$ cat src/ssbs_pkg.sv
// ----------------------------------------------------------------------------
// ssbs_pkg: shared types, constants and segment tables
// Payload structs, the divide-by-ten constants and the display and bar
// pattern look-ups of the seven-segment bar serialiser.
// ----------------------------------------------------------------------------
package ssbs_pkg;

	typedef struct packed {
		logic [15:0] number;
		logic [3:0]  bar_count;
	} item_t;

	typedef struct packed {
		logic data_bit;
		logic latch;
	} result_t;

	localparam int WORD_BITS = 32;
	localparam int CNT_W     = $clog2(WORD_BITS);

	// x / 10 == (x * DIV10_MUL) >> DIV10_SHIFT for every x below 81920
	localparam logic [15:0] DIV10_MUL   = 16'hCCCD;
	localparam int          DIV10_SHIFT = 19;

	localparam logic [3:0] BAR_MAX = 4'd8;

	typedef logic [WORD_BITS-1:0] word_t;

	// Outer displays (hundreds, units): "PCDE--------GFAB"
	function automatic logic [15:0] outer_seg(input logic [3:0] digit);
		logic [15:0] seg;
		unique case (digit)
			4'd0:    seg = 16'h7007;
			4'd1:    seg = 16'h4001;
			4'd2:    seg = 16'h300B;
			4'd3:    seg = 16'h600B;
			4'd4:    seg = 16'h400D;
			4'd5:    seg = 16'h600E;
			4'd6:    seg = 16'h700E;
			4'd7:    seg = 16'h4003;
			4'd8:    seg = 16'h700F;
			4'd9:    seg = 16'h600F;
			default: seg = 16'h0000;
		endcase
		return seg;
	endfunction

	// Middle display (tens): "----PCDEGFAB----"
	function automatic logic [15:0] middle_seg(input logic [3:0] digit);
		logic [15:0] seg;
		unique case (digit)
			4'd0:    seg = 16'h0770;
			4'd1:    seg = 16'h0410;
			4'd2:    seg = 16'h03B0;
			4'd3:    seg = 16'h06B0;
			4'd4:    seg = 16'h04D0;
			4'd5:    seg = 16'h06E0;
			4'd6:    seg = 16'h07E0;
			4'd7:    seg = 16'h0430;
			4'd8:    seg = 16'h07F0;
			4'd9:    seg = 16'h06F0;
			default: seg = 16'h0000;
		endcase
		return seg;
	endfunction

	// Bar LEDs, thermometer code: "----43215678----"
	function automatic logic [15:0] bar_seg(input logic [3:0] count);
		logic [15:0] seg;
		unique case (count)
			4'd0:    seg = 16'h0000;
			4'd1:    seg = 16'h0100;
			4'd2:    seg = 16'h0300;
			4'd3:    seg = 16'h0700;
			4'd4:    seg = 16'h0F00;
			4'd5:    seg = 16'h0F80;
			4'd6:    seg = 16'h0FC0;
			4'd7:    seg = 16'h0FE0;
			default: seg = 16'h0FF0;
		endcase
		return seg;
	endfunction

endpackage

$ cat src/ssbs_front.sv
// ----------------------------------------------------------------------------
// ssbs_front: digit split and word build
// Four-stage pipeline: divides the number by ten three times by reciprocal
// multiplication, peels off units, tens and hundreds, and builds the word.
// ----------------------------------------------------------------------------
module ssbs_front (
	input  logic                clk,
	input  logic                arst_n,
	input  logic                push,
	input  ssbs_pkg::item_t     item,
	output logic                full,
	output logic                word_valid,
	output ssbs_pkg::word_t     word,
	input  logic                word_full
);

	// Low digit of x given the low bits of x and of x / 10
	function automatic logic [3:0] rem10(input logic [3:0] x_lo, input logic [3:0] q_lo);
		logic [3:0] tq;
		tq = 4'({q_lo, 3'b000} + {q_lo, 1'b0});
		return 4'(x_lo - tq);
	endfunction

	logic        en;
	logic        v_s1, v_s2, v_s3, v_s4;
	logic [15:0] n_s1;
	logic [3:0]  bar_s1, bar_s2, bar_s3, bar_s4;
	logic [12:0] q1_s2;
	logic [3:0]  nlo_s2;
	logic [9:0]  q2_s3;
	logic [3:0]  q1lo_s3, units_s3, units_s4;
	logic [6:0]  q3_s4;
	logic [3:0]  q2lo_s4, tens_s4;
	logic [31:0] prod1;
	logic [28:0] prod2;
	logic [25:0] prod3;
	logic [3:0]  hundreds;

	// hold the whole pipe while the last stage cannot hand over
	assign en   = !(v_s4 && word_full);
	assign full = !en;

	assign prod1 = 32'(n_s1) * 32'(ssbs_pkg::DIV10_MUL);
	assign prod2 = 29'(q1_s2) * 29'(ssbs_pkg::DIV10_MUL);
	assign prod3 = 26'(q2_s3) * 26'(ssbs_pkg::DIV10_MUL);

	always_ff @(posedge clk or negedge arst_n) begin
		if (!arst_n) begin
			v_s1 <= 1'b0;
			v_s2 <= 1'b0;
			v_s3 <= 1'b0;
			v_s4 <= 1'b0;
		end else if (en) begin
			v_s1 <= push;
			v_s2 <= v_s1;
			v_s3 <= v_s2;
			v_s4 <= v_s3;
		end
	end

	always_ff @(posedge clk) begin
		if (en) begin
			n_s1     <= item.number;
			bar_s1   <= (item.bar_count > ssbs_pkg::BAR_MAX) ? ssbs_pkg::BAR_MAX
			                                                 : item.bar_count;
			q1_s2    <= prod1[31:ssbs_pkg::DIV10_SHIFT];
			nlo_s2   <= n_s1[3:0];
			bar_s2   <= bar_s1;
			q2_s3    <= prod2[28:ssbs_pkg::DIV10_SHIFT];
			q1lo_s3  <= q1_s2[3:0];
			units_s3 <= rem10(nlo_s2, q1_s2[3:0]);
			bar_s3   <= bar_s2;
			q3_s4    <= prod3[25:ssbs_pkg::DIV10_SHIFT];
			q2lo_s4  <= q2_s3[3:0];
			tens_s4  <= rem10(q1lo_s3, q2_s3[3:0]);
			units_s4 <= units_s3;
			bar_s4   <= bar_s3;
		end
	end

	assign hundreds   = rem10(q2lo_s4, q3_s4[3:0]);
	assign word_valid = v_s4;
	assign word = {ssbs_pkg::outer_seg(hundreds) | ssbs_pkg::bar_seg(bar_s4),
	               ssbs_pkg::middle_seg(tens_s4) | ssbs_pkg::outer_seg(units_s4)};

endmodule

$ cat src/ssbs_fifo.sv
// ----------------------------------------------------------------------------
// ssbs_fifo: two-entry word queue
// Decouples the word builder from the serialiser.
// ----------------------------------------------------------------------------
module ssbs_fifo (
	input  logic            clk,
	input  logic            arst_n,
	input  logic            wr,
	input  ssbs_pkg::word_t wr_data,
	output logic            wr_full,
	input  logic            rd,
	output logic            rd_valid,
	output ssbs_pkg::word_t rd_data
);

	ssbs_pkg::word_t slot_q [2];
	logic            wr_ptr_q, rd_ptr_q;
	logic [1:0]      cnt_q;
	logic            do_wr, do_rd;

	assign wr_full  = (cnt_q == 2'd2);
	assign rd_valid = (cnt_q != 2'd0);
	assign do_wr    = wr && !wr_full;
	assign do_rd    = rd && rd_valid;
	assign rd_data  = slot_q[rd_ptr_q];

	always_ff @(posedge clk or negedge arst_n) begin
		if (!arst_n) begin
			wr_ptr_q <= 1'b0;
			rd_ptr_q <= 1'b0;
			cnt_q    <= 2'd0;
		end else begin
			if (do_wr)
				wr_ptr_q <= !wr_ptr_q;
			if (do_rd)
				rd_ptr_q <= !rd_ptr_q;
			cnt_q <= 2'(cnt_q + {1'b0, do_wr} - {1'b0, do_rd});
		end
	end

	always_ff @(posedge clk) begin
		if (do_wr)
			slot_q[wr_ptr_q] <= wr_data;
	end

endmodule

$ cat src/ssbs_back.sv
// ----------------------------------------------------------------------------
// ssbs_back: serialiser
// Shifts each word out LSB first, one bit per popped request, and flags
// the 32nd bit for the latch.
// ----------------------------------------------------------------------------
module ssbs_back (
	input  logic                clk,
	input  logic                arst_n,
	input  logic                word_valid,
	input  ssbs_pkg::word_t     word,
	output logic                word_take,
	output logic                empty,
	input  logic                pop,
	output ssbs_pkg::result_t   result
);

	ssbs_pkg::word_t          shift_q;
	logic [ssbs_pkg::CNT_W-1:0] cnt_q;
	logic                     busy_q;
	logic                     last;

	assign last      = (cnt_q == ssbs_pkg::CNT_W'(ssbs_pkg::WORD_BITS - 1));
	assign word_take = word_valid && (!busy_q || (pop && last));

	always_ff @(posedge clk or negedge arst_n) begin
		if (!arst_n) begin
			busy_q <= 1'b0;
			cnt_q  <= '0;
		end else if (word_take) begin
			busy_q <= 1'b1;
			cnt_q  <= '0;
		end else if (busy_q && pop) begin
			// drop out of busy after the last bit when no word waits
			if (last)
				busy_q <= 1'b0;
			cnt_q <= ssbs_pkg::CNT_W'(cnt_q + 1'b1);
		end
	end

	always_ff @(posedge clk) begin
		if (word_take)
			shift_q <= word;
		else if (busy_q && pop)
			shift_q <= {1'b0, shift_q[ssbs_pkg::WORD_BITS-1:1]};
	end

	assign empty           = !busy_q;
	assign result.data_bit = shift_q[0];
	assign result.latch    = last;

endmodule

$ cat src/seven_segment_bar_serializer.sv
// ----------------------------------------------------------------------------
// seven_segment_bar_serializer: three-digit display and bar serialiser
// Turns a number and a bar count into the 32-bit display word and shifts it
// out as serial bits.
// ----------------------------------------------------------------------------
// Each request carries a 16-bit number and a bar count (0 to 8, higher values
// light all eight bars). The last three decimal digits are shown. The block
// answers every request with 32 results, one per popped request, the display
// word least significant bit first; the 32nd result has latch set. A new word
// follows the previous one with no gap, and the serialiser shifts out one bit
// per cycle while the receiver pops every cycle. An input request passes a
// four-stage divide-by-ten pipeline and then the word queue before its first
// bit is on the result ports. Up to six requests (four in the pipeline, two in
// the word queue) may be in flight ahead of the word being shifted out.
module seven_segment_bar_serializer (
	input  logic              clk,
	input  logic              arst_n,
	input  logic              push,
	input  ssbs_pkg::item_t   item,
	output logic              full,
	output logic              empty,
	input  logic              pop,
	output ssbs_pkg::result_t result
);

	logic            fr_valid;
	ssbs_pkg::word_t fr_word;
	logic            fq_full;
	logic            bk_valid;
	ssbs_pkg::word_t bk_word;
	logic            bk_take;

	ssbs_front u_front (
		.clk        (clk),
		.arst_n     (arst_n),
		.push       (push),
		.item       (item),
		.full       (full),
		.word_valid (fr_valid),
		.word       (fr_word),
		.word_full  (fq_full)
	);

	ssbs_fifo u_fifo (
		.clk      (clk),
		.arst_n   (arst_n),
		.wr       (fr_valid),
		.wr_data  (fr_word),
		.wr_full  (fq_full),
		.rd       (bk_take),
		.rd_valid (bk_valid),
		.rd_data  (bk_word)
	);

	ssbs_back u_back (
		.clk        (clk),
		.arst_n     (arst_n),
		.word_valid (bk_valid),
		.word       (bk_word),
		.word_take  (bk_take),
		.empty      (empty),
		.pop        (pop),
		.result     (result)
	);

endmodule

$ cat config.mk
export PLATFORM = sky130hd
export DESIGN_NAME = seven_segment_bar_serializer
export DESIGN_NICKNAME = d
export VERILOG_FILES = /design/src/ssbs_pkg.sv /design/src/ssbs_front.sv /design/src/ssbs_fifo.sv /design/src/ssbs_back.sv /design/src/seven_segment_bar_serializer.sv
export SDC_FILE = /design/constraint.sdc
export NUM_CORES = 1
export LEC_CHECK = 0
export BUFFER_PORTS_ARGS = -buffer_cell sky130_fd_sc_hd__buf_4
export CAP_MARGIN = 15
export CORE_MARGIN = 2
export CORE_UTILIZATION = 65
export DETAILED_ROUTE_END_ITERATION = 10
export MAX_ROUTING_LAYER = met4
export PLACE_DENSITY = 0.82
export SLEW_MARGIN = 15
export SYNTH_ARGS = -nofsm -noshare
export SYNTH_HDL_FRONTEND = slang
export SYNTH_SLANG_ARGS = --single-unit
$ cat constraint.sdc
create_clock -name clk -period 6.4 [get_ports clk]
set_input_delay 0.32 -clock clk [delete_from_list [all_inputs] [get_ports clk]]
set_output_delay 0.32 -clock clk [all_outputs]
set_load 0.01 [all_outputs]
==> flow_metrics.env <==
export IMPL_outcome="complete, but fails checks"
export IMPL_violated_checks="DRC"
export IMPL_num_nets_final=2056
export IMPL_final_period_utilization_pct=91.8
export IMPL_post_route_cells_drive_above_1_share_pct=6.30
export IMPL_finalWorstPathRequiredPeriod_ps=5870
export IMPL_reg2reg_setup_slack_ps=530
export IMPL_slowest_stage="fa_1"
export IMPL_clk_transition_reported_paths_ps=60
export IMPL_globalRouteMet3Util_pct=3.45
export IMPL_die_area_mm2=0.0280
export IMPL_delay_of_the_slowest_critical_path_stage_ps=540
export IMPL_holdCritPathClass="primary input to register"
export IMPL_seq_area_frac_synth_pct=34.1
export IMPL_gr_max_usage_layer="met2"
export IMPL_final_hold_viol_count=0
export IMPL_ctsRootBufferMaster="clkbuf_16"
export IMPL_synthArstFlopShare_pct=6.80
export IMPL_number_of_buffers_inserted_by_port_buffering=27
export IMPL_die_width_um=167
export IMPL_groute_usage_overall_pct=24.5
export IMPL_wl_per_cell_um=16.4
export IMPL_hold_path_endpoint="u_front.bar_s1[3]"
export IMPL_crit_reg2reg_launch="u_front.n_s1[4]"
export IMPL_tritoncts_clock_tree="built"
export IMPL_hold_path_startpoint="item[3]"
export IMPL_core_area_mm2=0.0261
export IMPL_synth_lib_cells_used_distinct=69
export IMPL_ioPinCount=28
export IMPL_final_max_slew_viol_count=0
export IMPL_synth_top_cells_by_count="355 x inv_1, 304 x ha_1, 171 x edfxtp_1, 156 x fa_1, 65 x nand2_1"
export IMPL_via_count_of_the_first_global_routing_pass=11470
export IMPL_rsz_0062_raised_after_global_routing="false"
export IMPL_vias=10530
export IMPL_worstReg2RegEnd="u_front.q1_s2[11]"
export IMPL_drtIter0Drc=528
export IMPL_postRouteAntennaNets=0
export IMPL_die_h_um=167
export IMPL_antenna_diode_count=0
export IMPL_end_kind="register"
export IMPL_max_clock_freq_mhz=170
export IMPL_fillCellCount=1759
export IMPL_syn_cell_area_mm2=0.0173
export IMPL_drt_first_pass_iters=7
export IMPL_setup_worst_path_class="register to register"
export IMPL_floorplan_initialDensity_pct=66.2
export IMPL_critical_path_top_delay_family="adder cells"
export IMPL_synthesis_instances=1517
export IMPL_clkSinkCount=206
export IMPL_netlist_top_cells_area="edfxtp_1 30%, ha_1 22%, fa_1 18%"
export IMPL_clkLatencyLatePin_ps=510
export IMPL_met2_usage_pct=43.9
export IMPL_synth_top_area_share_pct=29.7
export IMPL_netlist_top_cell_by_area="edfxtp_1"
export IMPL_timing_critical_path_cells="ha_1, xor2_1, ha_1, fa_1, inv_1, fa_1, inv_1, fa_1, inv_1, fa_1, inv_1, ha_1, nand2_1, or3_1, a21boi_1, o21bai_1, a311oi_1, xor2_1"
export IMPL_gpl_final_weighted_congestion=0.950
export IMPL_finalSetupViolations=0
export IMPL_grt_total_ovfl=0
export IMPL_setup_worst_path_start_class="register"
export IMPL_cp_num_buf_inv=4
export IMPL_worst_tran_pin_value_ps=856
export IMPL_antenna_found_initial=0
export IMPL_clock_tree_htree_level_count=1
export IMPL_cts_buffers_inserted=22
export IMPL_detail_route_wirelength_um=31600
export IMPL_clock_tree_buffer_depth=3
export IMPL_max_cap_violations=0
export IMPL_critical_path_arrival_ps=6130
export IMPL_cp_max_fo=7
export IMPL_post_drt_via_cell_ratio=5.48
export IMPL_r2r_cells=18
export IMPL_cell_with_the_most_instances_after_synthesis="inv_1"
export IMPL_synth_enable_flop_cells=171
export IMPL_grt_first_pass_wirelength_um=53900
export IMPL_core_rowCount=59
export IMPL_post_route_drc=1
export IMPL_synth_to_layout_area_growth_pct=9.06
export IMPL_postSynthAreaPerCell_um2=11.4
export IMPL_postSynth_topFlopCell="edfxtp_1"
export IMPL_worstPathRequired_ps=6650
export IMPL_largest_net_degree_at_the_start_of_global_routing=65
export IMPL_number_of_storage_elements_in_the_synthesis_netlist=206
export IMPL_place_hpwl_um=25100
export IMPL_grtUsageMet1_pct=29.4
export IMPL_syn_nets=2001
export IMPL_totalNegativeSetupSlack_ps=0
export IMPL_worstHoldPathCells=1
export IMPL_final_setup_skew_ps=8.48
export IMPL_ys_warn_count=0
export IMPL_worst_slew_margin_rel_pct=42.8
cells by family (layout without fill, tap and decap cells):
logic type | count (synthesis) | after routing | share of synthesized area, %
muxes | 41 | 41 | 2.42
AOI/OAI and AO/OA | 181 | 181 | 6.94
and+or+nand+nor | 196 | 196 | 5.27
buffers and inverters | 373 | 444 | 8.20
xor gates and xnor gates | 60 | 60 | 3.04
DFF | 206 | 206 | 34.1
adders and majority gates | 460 | 460 | 40.0
cell usage in the layout (no fill, tap or decap), types with 4 or more instances in the layout:
| master | count |
|---|---|
| xnor2_1 | 39 |
| edfxtp_1 | 171 |
| fa_1 | 156 |
| buf_4 | 32 |
| dfxtp_1 | 21 |
| nor3_1 | 12 |
| o21a_1 | 4 |
| a21oi_1 | 62 |
| nand4_1 | 6 |
| and2_1 | 4 |
| a31oi_1 | 6 |
| a211oi_1 | 8 |
| o21ai_0 | 21 |
| mux2i_1 | 38 |
| dlygate4sd3_1 | 17 |
| or2_2 | 10 |
| and3_1 | 4 |
| dfrtp_1 | 14 |
| a22o_1 | 8 |
| nand3_1 | 7 |
| o22ai_1 | 7 |
| nor2b_1 | 9 |
| inv_1 | 355 |
| ha_1 | 304 |
| o211ai_1 | 4 |
| o21ai_1 | 6 |
| clkinv_4 | 4 |
| a21o_1 | 23 |
| nor2_1 | 62 |
| xor2_1 | 21 |
| nand2_1 | 65 |
| clkbuf_16 | 22 |
area by class of cell:
| cell class | count | area [um^2] | area share (%) |
|---|---|---|---|
| Timing Repair Buffer | 49 | 410 | 2.17 |
| Multi-Input combinational cell | 938 | 10000 | 53.1 |
| Clock buffer | 25 | 592 | 3.13 |
| Clock inverter | 15 | 203 | 1.07 |
| Sequential cell | 206 | 5910 | 31.3 |
| Tap cell | 335 | 419 | 2.22 |
| Inverter | 355 | 1330 | 7.06 |
flip-flops by register name (all words and copies together) (netlist names), 2 cells and up, named ones only:
signal	flops
u_back.cnt_q	5
u_back.shift_q	31
u_fifo.cnt_q	2
u_fifo.slot_q	58
u_fifo.wr_data	14
u_front.bar_s1	4
u_front.bar_s2	4
u_front.bar_s3	4
u_front.bar_s4	4
u_front.n_s1	16
u_front.nlo_s2	4
u_front.q1_s2	13
u_front.q1lo_s3	4
u_front.q2_s3	10
u_front.q2lo_s4	4
u_front.q3_s4	3
u_front.tens_s4	4
u_front.units_s3	4
u_front.units_s4	4
routing by layer:
metal  routed length, um  up-vias
met4                 711        0
met5                   0        -
li1                    -     5141
met1               13300     5183
met3                1040       57
met2               16500      149
worst max path at each step:
stage	from	to	cells past startpoint
floorplan	u_front.n_s1[6]	u_front.q1_s2[9]	17
global placement	u_front.n_s1[4]	u_front.q1_s2[11]	18
detailed placement	u_front.n_s1[4]	u_front.q1_s2[11]	19
CTS	u_front.n_s1[4]	u_front.q1_s2[11]	19
global route	u_front.n_s1[4]	u_front.q1_s2[11]	19
finish	u_front.n_s1[4]	u_front.q1_s2[11]	18
metrics by stage:
stage | utilization, % | hold slack, ps | instances | setup WS, ps | area, um^2
2_1_floorplan | - | 24.4 | 1517 | 1100 | 17300
3_3_place_gp | 68.5 | 177 | 1866 | 719 | 17900
3_5_place_dp | 68.5 | 183 | 1866 | 597 | 17900
6_report | 72.2 | 20.6 | 1923 | 526 | 18900
4_1_cts | 72.2 | 2.11 | 1923 | 561 | 18900
5_1_grt | 72.2 | 4.08 | 1923 | 275 | 18900
what timing repair did:
| item | in CTS | in global routing |
|---|---|---|
| hold buffers | 17 | 0 |
| hold endpoints to repair | 30 | 0 |
| buffers inserted | 0 | 0 |
| gates resized for setup | 0 | 0 |
| setup endpoints to repair | 0 | 0 |
Power is not shown: default switching activity piles up to over one toggle a cycle in this logic, so the estimate is an artifact.
